### config.mk
export PLATFORM = sky130hd
export DESIGN_NAME = unix_time_to_fat_timestamp_core
export DESIGN_NICKNAME = d
export VERILOG_FILES = /design/src/rtl/core/u2fat_pkg.sv /design/src/rtl/core/unix_time_to_fat_timestamp_core.sv
export VERILOG_INCLUDE_DIRS = /design/src /design/src/rtl/core
export SDC_FILE = /design/constraint.sdc
export NUM_CORES = 2
export LEC_CHECK = 0
export BUFFER_PORTS_ARGS = -buffer_cell sky130_fd_sc_hd__buf_2
export CAP_MARGIN = 0
export CORE_MARGIN = 5
export CORE_UTILIZATION = 45
export CTS_BUF_LIST = sky130_fd_sc_hd__clkbuf_4
export CTS_CLUSTER_DIAMETER = 50
export DETAILED_ROUTE_END_ITERATION = 10
export GPL_TIMING_DRIVEN = 0
export PLACE_DENSITY_LB_ADDON = 0.08
export REMOVE_ABC_BUFFERS = 1
export SYNTH_ARGS = -nofsm -noshare
export SYNTH_HDL_FRONTEND = slang
export SYNTH_SLANG_ARGS = --single-unit
### constraint.sdc
create_clock -name clk -period 21.9 [get_ports clk]
set_input_delay 5.475 -clock clk [delete_from_list [all_inputs] [get_ports clk]]
set_output_delay 5.475 -clock clk [all_outputs]
set_load 0.01 [all_outputs]
### src/rtl/core/assert_macros.svh
// Assertion macros used by the RTL core of the timestamp converter.
`ifndef ASSERT_MACROS_SVH
`define ASSERT_MACROS_SVH

// Checks an implication on every rising clock edge outside reset.
`define ASSERT_CLK(lbl, clk, rst, prop, msg) \
  lbl: assert property (@(posedge clk) disable iff (rst) prop) else $error(msg);

// Checks that a beat entering the pipeline leaves it after the delay given by n.
`define ASSERT_DELAY(lbl, clk, rst, cause, n, effect, msg) \
  lbl: assert property (@(posedge clk) disable iff (rst) (cause) |-> ##n (effect)) \
    else $error(msg);

`endif

### src/rtl/core/u2fat_pkg.sv
// Constants and helper functions for the Unix time to FAT timestamp converter.
package u2fat_pkg;

  // Reciprocal of 15 scaled by 2**34; exact for dividends below 2**30.
  localparam logic [30:0] RECIP15     = 31'd1145324613;
  localparam int          RECIP15_SH  = 34;
  // Reciprocal of 3 scaled by 2**20; exact for dividends below 2**19.
  localparam logic [18:0] RECIP3      = 19'd349526;
  localparam int          RECIP3_SH   = 20;
  // Reciprocal of 1461 scaled by 2**27; exact for dividends below 2**16.
  localparam logic [16:0] RECIP1461   = 17'd91868;
  localparam int          RECIP1461_SH = 27;

  localparam logic [10:0] DAYS_4Y     = 11'd1461;
  localparam logic [10:0] DAYS_COMMON = 11'd365;
  // Days from 1970-01-01 to 2100-03-01; from there on one day is inserted so
  // that the plain four-year rule also covers 2100, which is not a leap year.
  localparam logic [15:0] DAY_2100_MAR1 = 16'd47541;
  // Years between 1969 (start of the four-year count) and 1980.
  localparam logic [7:0]  YEARS_TO_FAT_BASE = 8'd11;

  // Day of year, counted from zero, on which month m (0 = January) starts.
  function automatic logic [8:0] month_start(input logic [3:0] m, input logic leap);
    logic [8:0] base;
    begin
      case (m)
        4'd0:    base = 9'd0;
        4'd1:    base = 9'd31;
        4'd2:    base = 9'd59;
        4'd3:    base = 9'd90;
        4'd4:    base = 9'd120;
        4'd5:    base = 9'd151;
        4'd6:    base = 9'd181;
        4'd7:    base = 9'd212;
        4'd8:    base = 9'd243;
        4'd9:    base = 9'd273;
        4'd10:   base = 9'd304;
        4'd11:   base = 9'd334;
        default: base = 9'd0;
      endcase
      if (leap && (m >= 4'd2)) begin
        base = base + 9'd1;
      end
      return base;
    end
  endfunction

endpackage

### src/rtl/core/unix_time_to_fat_timestamp_core.sv
// Pipelined converter from a Unix seconds count to packed FAT date and time words.
//
// Usage:
//   A beat enters on unix_seconds at every rising edge where start is high and
//   busy is low. busy never rises, so a new beat may enter in every cycle.
//   The converted fat_date and fat_time appear together with a one-cycle
//   strobe. Throughput is one beat per cycle; the ten register stages are
//   the input capture, three reciprocal multiplies for the divisions by
//   60, 60 and 24, the hour and day shift, a reciprocal multiply for the
//   four-year cycle, its remainder, the year within the cycle, the month
//   compare and the day subtract. The receiver cannot stall the pipeline:
//   every result is shown for exactly one cycle and must be taken then.
//   The year is found with four-year cycles counted from 1969; from
//   2100-03-01 on, the day count is bumped by one so that the missing leap
//   day of 2100 is accounted for.
//   A zero input, or any date before 1980, gives both words zero.
//   Reset (rst, synchronous, active high) clears all stage valid bits and the
//   strobe; beats in flight are dropped. There is no configuration.
`include "assert_macros.svh"

module unix_time_to_fat_timestamp_core
  import u2fat_pkg::*;
(
  input  logic        clk,
  input  logic        rst,
  input  logic        start,
  output logic        busy,
  input  logic [31:0] unix_seconds,
  output logic        strobe,
  output logic [15:0] fat_date,
  output logic [15:0] fat_time
);

  localparam int LATENCY = 10;

  // Valid bits travel alongside the data, one per stage.
  logic [8:0] vld;

  // Stage 0: captured input.
  logic [31:0] s0_t;

  // Stage 1: seconds / 60.
  logic [31:0] s1_t;
  logic [26:0] s1_q1;
  logic        s1_zero;

  // Stage 2: seconds of minute, minutes / 60.
  logic [5:0]  s2_sec;
  logic [26:0] s2_q1;
  logic [20:0] s2_q2;
  logic        s2_zero;

  // Stage 3: minute of hour, hours / 24.
  logic [5:0]  s3_sec;
  logic [5:0]  s3_min;
  logic [20:0] s3_q2;
  logic [15:0] s3_days;
  logic        s3_zero;

  // Stage 4: hour of day, day count shifted to start in 1969.
  logic [5:0]  s4_sec;
  logic [5:0]  s4_min;
  logic [4:0]  s4_hr;
  logic [15:0] s4_dp;
  logic        s4_zero;

  // Stage 5: four-year cycle index.
  logic [5:0]  s5_sec;
  logic [5:0]  s5_min;
  logic [4:0]  s5_hr;
  logic [15:0] s5_dp;
  logic [5:0]  s5_cyc;
  logic        s5_zero;

  // Stage 6: day within the four-year cycle.
  logic [5:0]  s6_sec;
  logic [5:0]  s6_min;
  logic [4:0]  s6_hr;
  logic [5:0]  s6_cyc;
  logic [10:0] s6_r;
  logic        s6_zero;

  // Stage 7: year offset, leap flag and day of year.
  logic [5:0]  s7_sec;
  logic [5:0]  s7_min;
  logic [4:0]  s7_hr;
  logic [6:0]  s7_yoff;
  logic        s7_leap;
  logic [8:0]  s7_doy;
  logic        s7_zero;

  // Stage 8: month index.
  logic [5:0]  s8_sec;
  logic [5:0]  s8_min;
  logic [4:0]  s8_hr;
  logic [6:0]  s8_yoff;
  logic        s8_leap;
  logic [8:0]  s8_doy;
  logic [3:0]  s8_mon;
  logic        s8_zero;

  // Combinational values between stages.
  logic [60:0] prod1;
  logic [26:0] q1_next;
  logic [5:0]  sec_next;
  logic [32:0] q1x60;
  logic [55:0] prod2;
  logic [20:0] q2_next;
  logic [26:0] q2x60;
  logic [5:0]  min_next;
  logic [36:0] prod3;
  logic [15:0] days_next;
  logic [20:0] days_x24;
  logic [4:0]  hr_next;
  logic [15:0] dp_next;
  logic [32:0] prod4;
  logic [5:0]  cyc_next;
  logic [15:0] cyc_days;
  logic [10:0] r_next;
  logic [1:0]  yic;
  logic [10:0] yic_days;
  logic [8:0]  doy_next;
  logic [7:0]  y4;
  logic        pre_base;
  logic [3:0]  mon_next;
  logic [8:0]  day_ofs;
  logic [4:0]  day_next;

  assign busy = 1'b0;

  always_comb begin
    // Divide by 60 as a shift by 2 and a reciprocal multiply by 1/15.
    prod1   = 61'(s0_t[31:2]) * 61'(RECIP15);
    q1_next = prod1[60:RECIP15_SH];

    // Remainders below 64 only need the low six bits.
    q1x60    = {s1_q1, 6'b0} - {4'b0, s1_q1, 2'b0};
    sec_next = s1_t[5:0] - q1x60[5:0];
    prod2    = 56'(s1_q1[26:2]) * 56'(RECIP15);
    q2_next  = prod2[54:RECIP15_SH];

    q2x60     = {s2_q2, 6'b0} - {4'b0, s2_q2, 2'b0};
    min_next  = s2_q1[5:0] - q2x60[5:0];
    prod3     = 37'(s2_q2[20:3]) * 37'(RECIP3);
    days_next = prod3[35:RECIP3_SH];

    days_x24 = {2'b0, s3_days, 3'b0} + {1'b0, s3_days, 4'b0};
    hr_next  = s3_q2[4:0] - days_x24[4:0];
    dp_next  = s3_days + 16'(DAYS_COMMON)
             + ((s3_days >= DAY_2100_MAR1) ? 16'd1 : 16'd0);

    prod4    = 33'(s4_dp) * 33'(RECIP1461);
    cyc_next = prod4[32:RECIP1461_SH];

    cyc_days = 16'(s5_cyc) * 16'(DAYS_4Y);
    r_next   = s5_dp[10:0] - cyc_days[10:0];

    // The fourth year of each cycle is the leap year.
    if (s6_r >= 11'd1095) begin
      yic = 2'd3;
    end else if (s6_r >= 11'd730) begin
      yic = 2'd2;
    end else if (s6_r >= DAYS_COMMON) begin
      yic = 2'd1;
    end else begin
      yic = 2'd0;
    end
    yic_days = 11'(yic) * DAYS_COMMON;
    doy_next = 9'(s6_r - yic_days);
    y4       = {s6_cyc, yic};
    pre_base = (y4 < YEARS_TO_FAT_BASE);

    // Month is the number of later month starts already reached.
    mon_next = 4'd0;
    for (int m = 1; m < 12; m++) begin
      if (s7_doy >= month_start(4'(m), s7_leap)) begin
        mon_next = mon_next + 4'd1;
      end
    end

    day_ofs  = s8_doy - month_start(s8_mon, s8_leap) + 9'd1;
    day_next = day_ofs[4:0];
  end

  always_ff @(posedge clk) begin
    if (rst) begin
      vld    <= '0;
      strobe <= 1'b0;
    end else begin
      vld    <= {vld[7:0], start & ~busy};
      strobe <= vld[8];
    end
  end

  always_ff @(posedge clk) begin
    s0_t <= unix_seconds;

    s1_t    <= s0_t;
    s1_q1   <= q1_next;
    s1_zero <= (s0_t == 32'd0);

    s2_sec  <= sec_next;
    s2_q1   <= s1_q1;
    s2_q2   <= q2_next;
    s2_zero <= s1_zero;

    s3_sec  <= s2_sec;
    s3_min  <= min_next;
    s3_q2   <= s2_q2;
    s3_days <= days_next;
    s3_zero <= s2_zero;

    s4_sec  <= s3_sec;
    s4_min  <= s3_min;
    s4_hr   <= hr_next;
    s4_dp   <= dp_next;
    s4_zero <= s3_zero;

    s5_sec  <= s4_sec;
    s5_min  <= s4_min;
    s5_hr   <= s4_hr;
    s5_dp   <= s4_dp;
    s5_cyc  <= cyc_next;
    s5_zero <= s4_zero;

    s6_sec  <= s5_sec;
    s6_min  <= s5_min;
    s6_hr   <= s5_hr;
    s6_cyc  <= s5_cyc;
    s6_r    <= r_next;
    s6_zero <= s5_zero;

    s7_sec  <= s6_sec;
    s7_min  <= s6_min;
    s7_hr   <= s6_hr;
    s7_yoff <= 7'(y4 - YEARS_TO_FAT_BASE);
    s7_leap <= (yic == 2'd3);
    s7_doy  <= doy_next;
    s7_zero <= s6_zero | pre_base;

    s8_sec  <= s7_sec;
    s8_min  <= s7_min;
    s8_hr   <= s7_hr;
    s8_yoff <= s7_yoff;
    s8_leap <= s7_leap;
    s8_doy  <= s7_doy;
    s8_mon  <= mon_next;
    s8_zero <= s7_zero;

    if (s8_zero) begin
      fat_date <= '0;
      fat_time <= '0;
    end else begin
      fat_date <= {s8_yoff, s8_mon + 4'd1, day_next};
      fat_time <= {s8_hr, s8_min, s8_sec[5:1]};
    end
  end

  // Every accepted beat gives exactly one strobe after the pipeline latency.
  `ASSERT_DELAY(a_latency, clk, rst, start && !busy, LATENCY, strobe, "result strobe missing")
  // A valid time word never holds an hour, minute or half-second out of range.
  `ASSERT_CLK(a_time_range, clk, rst, strobe |-> (fat_time[15:11] < 5'd24) && (fat_time[10:5] < 6'd60) && (fat_time[4:0] < 5'd30), "time field out of range")
  // A nonzero date word holds a month of 1 to 12 and a nonzero day.
  `ASSERT_CLK(a_date_range, clk, rst, (strobe && (fat_date != 16'd0)) |-> (fat_date[8:5] >= 4'd1) && (fat_date[8:5] <= 4'd12) && (fat_date[4:0] != 5'd0), "date field out of range")

endmodule

## Word-level counts from Yosys, hierarchy flattened

Memories as Yosys holds them, arrays and structs flattened. A register that Yosys moved wholly into a read port is not among the register bits.
Index checks and enable logic that the tools add are counted.

- Bits of input ports: 35
- Bits in latches: 0
- Flip-flop bits (word level): 350
- Output and inout bits: 34
- Bits in read-only memories: 144
- Memories: 1
- Memory bits (writable): 0

Memory list:

| name | words | width | rd ports | clocked after Yosys merged registers in | write ports | line | source |
|---|---|---|---|---|---|---|---|
| (no name shown) | 16 | 9 | 1 | 1 | 0 | u2fat_pkg.sv:26 | `case (m)` |

- Multiplexer cells: 26
- Div/mod/pow operators: 0
- Equal/unequal tests: 1
- Shifts and indexed selects: 0
- $add $sub $neg: 25
- Bitwise gates (word level): 1
- Reductions and logical operators: 2
- Multiply operators: 6
- Order comparisons: 17

Operator list:

| operator | number |
|---|---|
| $mul A30 B31 Y61 const B | 1 |
| $mul A25 B31 Y55 const B | 1 |
| $add A4 B1 Y4 const B | 11 |
| $mux W4 | 11 |
| $ge A9 B8 Y1 | 4 |
| $mul A18 B18 Y35 const B | 1 |
| $logic_not A32 Y1 | 1 |
| $mul A16 B15 Y31 const B | 1 |
| $ge A9 B9 Y1 | 3 |
| $ge A9 B7 Y1 | 2 |
| $add A16 B1 Y16 | 1 |
| $add A16 B9 Y16 const B | 1 |
| $ge A16 B16 Y1 const B | 1 |
| $sub A1 B6 Y6 const A | 2 |
| $sub A6 B6 Y6 | 2 |
| $ge A11 B10 Y1 const B | 1 |
| $ge A11 B11 Y1 const B | 1 |
| $ge A11 B9 Y1 const B | 1 |
| $mul A6 B11 Y11 const B | 1 |
| $sub A11 B11 Y11 | 1 |
| $add A5 B1 Y5 const B | 2 |
| $sub A5 B5 Y5 | 2 |
| $ge A9 B5 Y1 const B | 1 |
| $ge A9 B6 Y1 | 1 |
| 13 further kinds | 24 |

## Longest topological paths before layout

- Word-level depth: 22
- Depth in mapped cells: 35
- Gate-level depth less buffers: 34

## Least setup slack after synthesis

No wires, ideal clock.

- Path kind: register to register
- From: register s7_leap
- To: register with a tool-made name
- Stages on the path, launching flop included: 31
- Arrival time: 6772 ps
- Required time: 21764 ps
- Clock period less this slack: 6908 ps
- Setup slack: 14992 ps
- Library setup time: 136 ps
- Buffers on the path: 1
- Cell sequence: dfxtp_1 -> inv_1 -> ha_1 -> nand2b_1 -> a21o_1 -> a21o_1 -> a311o_1 -> inv_1 -> ha_1 -> buf_6 -> or4_4 -> nor4_2 -> a311oi_4 -> ha_1 -> mux2i_1 -> mux2i_1 -> mux2i_1 -> inv_1 -> ha_1 -> xnor3_1 -> o221ai_1 -> ha_1 -> xnor2_1 -> a21oi_1 -> a21boi_0 -> ha_1 -> xor3_1 -> o32ai_2 -> xnor2_4 -> mux2i_1 -> o32ai_1

RTL lines:

| element | line | source |
|---|---|---|
| start: declaration | unix_time_to_fat_timestamp_core.sv:88 | `logic s7_leap;` |
| start signal: assignment | unix_time_to_fat_timestamp_core.sv:237 | `s7_leap <= (yic == 2'd3);` |

==> impl_metrics.csv <==
group,metric,value,unit
grt,overflow,0,
routing,vias,22400,
floorplanning,ios,69,
grt,grt.total_usage,17.6,%
worst_setup_path,slowest_delay,0.59,ns
final_layout,layout_common_cells,"ha_1, inv_1, fa_1",
clocking,clock-sinks,347,
routing,drt_wl_total,72300,um
final_layout,syn_to_final_growth,7.64,%
grt,grt_first_pass_wirelength,123000,um
worst_hold_path,holdPathStages,0,
worst_setup_path,r2r_slack,14.12,ns
clocking,clk_path_buf_depth,3,
synthesis,synth.distinct_cells,87,
timing,fin_worst_skew,0.0581,ns
timing,period_share,35.5,%
floorplanning,dieArea,84600,um^2
worst_setup_path,worstSetupEndpointType,"register",
clocking,cts_root_buf,"clkbuf_4",
synthesis,synth_area,35500,um^2
routing,dr.pass1.iters,5,
routing,via_per_inst,4.87,
clocking,path_clk_slew,0.06,ns
timing,tightest_slew,1.17,ns
final_layout,final_nets,4788,
clocking,ctsHoldBuffers,0,
clocking,h-tree-depth,3,
timing,setup_ws,14.12,ns
worst_setup_path,worst_path_max_delay_cell,"or4_4",
floorplanning,die_w,291,um
timing,setup_tns,0,ns
worst_setup_path,rr_startpoint,"s7_leap$_DFF_P_",
floorplanning,num_rows,103,
timing,period_needed,7.78,ns
clocking,post-cts-setup-buffer-count,0,
routing,ant_nets,0,
routing,drc,0,
routing,initialDrtViolationCount,774,
floorplanning,start_util,45.2,%
grt,grt_max_degree,33,
final_layout,mostFrequentLayoutCell,"ha_1",
synthesis,synthFlopType,"dfxtp_1",
timing,rsz0062_at_grt,"false",
flow_run,drv_cap,0,
worst_hold_path,worstHoldEndpoint,"s4_sec[4]$_DFF_P_",
worst_setup_path,crit_fanout,10,
worst_setup_path,crit_required,22.59,ns
timing,relSlewSlack,21.8,%
synthesis,yosysWarnings,0,
floorplanning,core_area,78600,um^2
place,place_ws,14.11,ns
outcome,status,"completed",
worst_hold_path,hold_class,"register to register",
place,gp_congestion,0.874,
synthesis,yosysSeqAreaShare,19.6,%
worst_hold_path,hp-start,"s3_sec[4]$_DFF_P_",
worst_setup_path,start_kind,"register",
synthesis,synth_edf_count,0,
grt,grt_pass1_vias,24300,
synthesis,synthCells,3336,
worst_setup_path,critical_path_arrival,8.47,ns
synthesis,syn_avg_cell_area,10.6,um^2
place,dpl.hpwl,62200,um
timing,hold_viol_final,0,
synthesis,async_flop_share,0,%
synthesis,ys_ff_latch,347,
clocking,cts_made_buffers,87,
final_layout,drive_above_1_share,6.83,%
clocking,cts.repair.resized,0,
timing,final-setup-viol-count,0,
clocking,clk_latency,0.85,ns
floorplanning,die_h,291,um
worst_setup_path,reg2regPathDepth,32,
worst_setup_path,cp_common_cell,"ha_1",
worst_setup_path,path_class,"register to register",
clocking,cts_tree,"built",
grt,antenna_found_initial,2,
place,port_buffers,67,
routing,wl_per_cell,15.7,um
timing,fmax,0.129,GHz
timing,slew_viol_final,0,
-- how the worst max path moves through the flow --
stage / to / depth (start not counted) / from / slack (ns)
floorplan: register / 29 / s7_leap$_DFF_P_ / 15.02
global placement: register / 29 / s7_leap$_DFF_P_ / 14.33
detailed placement: register / 32 / s7_leap$_DFF_P_ / 14.11
CTS: register / 32 / s7_leap$_DFF_P_ / 14.08
global route: register / 32 / s7_leap$_DFF_P_ / 13.52
finish: register / 32 / s7_leap$_DFF_P_ / 14.12
-- metal layers --
metal,vias to the layer above,wire (um),part of all wire (%),GRT usage (%)
li1,11200,-,-,-
met1,10900,35300,49,24.6
met2,276,33400,46,29.2
met3,90,2390,3.3,2.98
met4,0,1210,1.7,3.58
met5,-,0,0,0
-- logic make-up (layout without fill, tap and decap cells) --
logic type	count (synthesis)	after routing	synth area share, %
adder cells (fa/ha/maj)	1278	1278	54.6
buffers and inverters	829	1036	8.81
AO/OA/AOI/OAI	375	375	7.28
flip-flops	347	347	19.6
AND/OR/NAND/NOR	340	340	5.10
XOR/XNOR	156	156	4.38
multiplexers	10	10	0.286
other	1	7	0.0106
-- registers in the layout, indices dropped and copies added (netlist names), 7 cells and up, named ones only --
name,flops
s7_yoff,7
s0_t,32
s5_dp,11
s2_q2,21
vld,9
s8_yoff,7
fat_date,16
fat_time,16
s7_doy,9
s1_q1,27
s3_days,16
s6_r,11
s4_dp,16
-- area by class of cell --
cell class,count,area [um^2]
clock buffer,124,931
fill,7458,40400
antenna,6,15.0
inverter,812,3050
timing repair buffer,67,335
tap,1050,1310
sequential,347,6950
multi-input combinational,2160,25400
clock inverter,33,194
-- stage by stage --
step / utilization [%] / std cells / instance area, um^2 / hold WS, ns
5_1_grt: 48.6 / 4598 / 38200 / 0.311
2_1_floorplan: - / 3319 / 35400 / 0.310
6_report: 48.6 / 4599 / 38200 / 0.285
3_5_place_dp: 47.1 / 4436 / 37100 / 0.312
4_1_cts: 48.6 / 4593 / 38200 / 0.296
3_3_place_gp: 47.1 / 4436 / 37100 / 0.310
-- critical path: cells and delay by family (launching register included) --
kind	cells	cell delay, ns
muxes	4	0.65
AOI/OAI and AO/OA	11	2.44
xor gates and xnor gates	2	0.54
DFF	1	0.41
adders and majority gates	7	2.13
and+or+nand+nor	3	1.04
buffers and inverters	5	0.42
-- cells in the mapped netlist (13+ instances only) --
cell      count  area [um^2]
xor2_1       49          429
ha_1        828        10400
o21ai_0      59          295
a211oi_1     13         97.6
dfxtp_1     347         6950
o21a_1       16          120
nand2_1      58          218
nand3_1      32          160
inv_1       811         3040
nor3_1       21          105
fa_1        450         9010
and2_1       14         87.6
nand2b_1     14         87.6
nand4_1      27          169
nor2b_1      49          307
a21oi_1     101          505
xnor2_1      93          815
a21o_1       65          488
o21bai_1     13         97.6
nor2_1       65          244
and3_1       17          106
Power is not shown: default switching activity piles up to over one toggle a cycle in this logic, so the estimate is an artifact.
